[src/design/depq_pkg.sv]
// ---------------------------------------------------------------------------
// depq_pkg
// Types and constants shared by the double-ended priority queue modules.
// ---------------------------------------------------------------------------
package depq_pkg;

    localparam int DATA_W   = 32;
    localparam int OP_W     = 2;
    localparam int STATUS_W = 2;
    localparam int S_DATA_W = 32;
    localparam int M_DATA_W = 72;

    localparam logic [OP_W-1:0] OP_INSERT  = 2'd0;
    localparam logic [OP_W-1:0] OP_DEL_MAX = 2'd1;
    localparam logic [OP_W-1:0] OP_DEL_MIN = 2'd2;

    localparam logic [STATUS_W-1:0] ST_DONE  = 2'd0;
    localparam logic [STATUS_W-1:0] ST_EMPTY = 2'd1;
    localparam logic [STATUS_W-1:0] ST_FULL  = 2'd2;

    // Command broadcast to every cell of the sorted row.
    typedef struct packed {
        logic              ins;
        logic              del_min;
        logic [DATA_W-1:0] value;
    } cell_cmd_t;

endpackage

[src/design/depq_cell.sv]
// ---------------------------------------------------------------------------
// depq_cell
// One entry of the ascending sorted row; shifts left or right on command.
// ---------------------------------------------------------------------------
module depq_cell
(
    input  logic                           clk,
    input  depq_pkg::cell_cmd_t            cmd,
    input  logic                           occupied,
    input  logic                           left_ge,
    input  logic [depq_pkg::DATA_W-1:0]    left_val,
    input  logic [depq_pkg::DATA_W-1:0]    right_val,
    output logic                           ge,
    output logic [depq_pkg::DATA_W-1:0]    val
);

    logic [depq_pkg::DATA_W-1:0] val_reg;
    logic [depq_pkg::DATA_W-1:0] val_next;

    // The stored entry is at or below the new value, so it stays in place.
    assign ge  = occupied && !($signed(cmd.value) < $signed(val_reg));
    assign val = val_reg;

    always_comb
    begin
        val_next = val_reg;
        if (cmd.ins)
        begin
            if (ge)
            begin
                val_next = val_reg;
            end
            else if (left_ge)
            begin
                val_next = cmd.value;
            end
            else
            begin
                val_next = left_val;
            end
        end
        else if (cmd.del_min)
        begin
            val_next = right_val;
        end
    end

    always_ff @(posedge clk)
    begin
        val_reg <= val_next;
    end

endmodule

[config.mk]
export PLATFORM = sky130hd
export DESIGN_NAME = depq_cell
export DESIGN_NICKNAME = d
export VERILOG_FILES = /design/src/design/depq_pkg.sv /design/src/design/depq_cell.sv
export SDC_FILE = /design/constraint.sdc
export NUM_CORES = 1
export LEC_CHECK = 0
export BUFFER_PORTS_ARGS = -buffer_cell sky130_fd_sc_hd__buf_2
export CAP_MARGIN = 40
export CORE_MARGIN = 3
export CORE_UTILIZATION = 45
export CTS_CLUSTER_SIZE = 20
export DETAILED_ROUTE_END_ITERATION = 6
export GPL_ROUTABILITY_DRIVEN = 0
export PLACE_DENSITY_LB_ADDON = 0.12
export SYNTH_ARGS = -nofsm -noshare
export SYNTH_HDL_FRONTEND = slang
export SYNTH_SLANG_ARGS = --single-unit
[constraint.sdc]
create_clock -name clk -period 5.02 [get_ports clk]
set_input_delay 0.753 -clock clk [delete_from_list [all_inputs] [get_ports clk]]
set_output_delay 0.753 -clock clk [all_outputs]
set_load 0.03 [all_outputs]
==> impl_metrics.toml <==
[synthesis]
yosys-top-cells-area = "edfxtp_1, ha_1, mux2i_1"
synth_warnings = 0
synth_area_um2 = 2440
synth.avg_cell_area_um2 = 9.43
yosysSeqAreaShare_pct = 39.4
ys_ff_latch = 32
synthFlopType = "edfxtp_1"
syn_inst = 259
synth_most_common_cell = "a21oi_1"
async_flop_share_pct = 0
synthesis.nets = 391
ys_types = 25
synth_top_area_share_pct = 39.4
yosysTopAreaCell = "edfxtp_1"
ys_top_cells_by_count = "a21oi_1, nor2_1, inv_1, mux2i_1, edfxtp_1"
synth_edf_count = 32

[layout]
nNetsFinal = 522
fin_util_pct = 62.9
final_cells = 460
final_layout_size_suffix_gt1_share_pct = 36.9
syn_to_final_growth_pct = 33.4
largest_reg_flops = 32
antenna_cells = 0

[floorplanning]
coreArea_um2 = 5170
rows = 26
die_w_um = 79.7
die_h_um = 79.7
die_area_um2 = 6340
start_util_pct = 47.2
num_io_pins = 134

[global_routing]
grt_usage_pct = 17.7
grt_pass1_vias = 1969
grt_pass1_wl_um = 8750
grt_max_degree = 68
antenna_found_initial = 0
grt_overflow = 0

[placed_design]
post-place-ws_ps = 1650
dp.cells = 453
portBuffers = 133
dp_hpwl_um = 4500

[pwr]
p_int_uw = 550
p_sw_share_pct = 34.7
netSwitchingPower_uw = 292
clockPowerShare_pct = 21.7
powerDensity_nw_per_um2 = 258
p_seq_share_pct = 41.7
total_leakage_power_uw = 0.00174
p_comb_share_pct = 36.5
max-vdd-ir-drop_v = 0.000185

[setup_path]
slowest_delay_ps = 460
cp-end-kind = "output pin"
startpoint_type = "input pin"
critPathMaxFanout = 6
critical_path_class = "input pin to output pin"
cpMaxStageDelayCell = "nor4_1"
r2r_start = "val[31]$_DFFE_PP_"
critPathArrivalTime_ps = 2620
required_ps = 4270
startpoint = "cmd[31]"
path_cells = "buf_2, ha_1, nand4_1, nor4_1, nand2_1, o211ai_1, a31oi_1, mux2i_1, buf_2"
ff2ff_path_depth = 8
worst_path_most_repeated_cell = "buf_2"

[route]
drt_iter0_drc = 78
ant_nets = 0
via_count = 2202
routedWlPerCell_um = 12.2
drt_first_pass_iters = 4
via_per_inst = 4.79
drc = 0
wl_um = 5630

[clocking]
clk_latency_ps = 280
cts_root_buffer = "clkbuf_8"
cts-htree-levels = 2
cts-buffers-inserted = 5
path_clk_slew_ps = 60
post_cts_buffers = 0
cts_tree = "built"
clk_path_buf_depth = 2
clock-sinks = 32
hold_buffers = 0
post_cts_resize_count = 0

[sta]
fin_tns_setup_ps = 0
hold_viol = 0
final.setup.worst_slack_ps = 1640
setup_viol = 0
tightest_slew_ps = 744
timing.final.crit_share_pct = 67.3
slew_headroom_pct = 50.4
min_period_ps = 3380
fmax_mhz = 296
fin_worst_skew_ps = 6.65
timing.hold.ws_ps = 793
report.final.slew_viol_count = 0
rsz0062_at_grt = "false"

[worst_hold_path]
hp-class = "input pin to flip-flop"
hold_start = "right_val[0]"
hold_depth = 3

[outcome]
status = "complete, no violations"

[flow_run]
drv_cap = 0
==> cells in the final DEF, fill, tap and decap left out, types with 2 or more instances in the layout <==
cell / n
buf_2: 133
nand3_1: 2
clkbuf_8: 5
nand2b_1: 2
o21ai_0: 4
a21oi_1: 45
nand2_1: 11
a31oi_1: 2
nor2_1: 37
ha_1: 31
edfxtp_1: 32
inv_1: 33
nand4_1: 5
mux2i_1: 33
==> per-stage QoR <==
| stage | instance area [µm²] | power (µW) |
|---|---|---|
| floorplan | 2440 | 560 |
| global placement | 3160 | 660 |
| detailed placement | 3180 | 667 |
| CTS | 3260 | 852 |
| global route | 3260 | 903 |
| finish | 3260 | 841 |
==> worst max-delay path: cells and delay by family <==
kind,cells,cell delay (ps)
simple gates,3,750
fa+ha+maj,1,380
buf+inv,2,320
compound gates,2,250
mux,1,170
==> worst paths after layout <==
check,slack (ps),endpoint
setup reg to reg,2170,val[17]$_DFFE_PP_
hold reg to reg,1570,val[23]$_DFFE_PP_
setup / recovery,1640,ge
hold / removal,790,val[0]$_DFFE_PP_
==> power groups by stage <==
stage | combinational [µW] | sequential, µW | clock [µW]
6_report | 307 | 351 | 183
5_1_grt | 345 | 355 | 202
4_1_cts | 311 | 351 | 189
3_5_place_dp | 310 | 357 | 0
3_3_place_gp | 304 | 356 | 0
2_1_floorplan | 139 | 421 | 0
==> area by class of cell <==
| type | instances | area [µm²] |
|---|---|---|
| Fill cell | 467 | 1920 |
| Multi-Input combinational cell | 183 | 1310 |
| Clock inverter | 1 | 5.00 |
| Tap cell | 70 | 87.6 |
| Sequential cell | 32 | 961 |
| Inverter | 33 | 124 |
| Timing Repair Buffer | 135 | 693 |
| Clock buffer | 6 | 72.6 |
==> cells by family after synthesis <==
logic type	after synthesis	synth area share, %
DFF	32	39.4
adders and majority gates	31	15.9
muxes	33	13.5
and+or+nand+nor	61	10.8
buffers and inverters	44	6.92
AOI/OAI and AO/OA	58	13.5
==> per-layer routing <==
| layer | vias to the layer above | GRT usage [%] | part of all wire, % |
|---|---|---|---|
| li1 | 1187 | - | - |
| met1 | 930 | 22.9 | 45 |
| met2 | 83 | 28.3 | 45 |
| met3 | 2 | 6.09 | 9.9 |
| met4 | 0 | 4.12 | 0.48 |
| met5 | - | 0 | 0 |
Note: power is estimated with default switching activity, not from simulation.
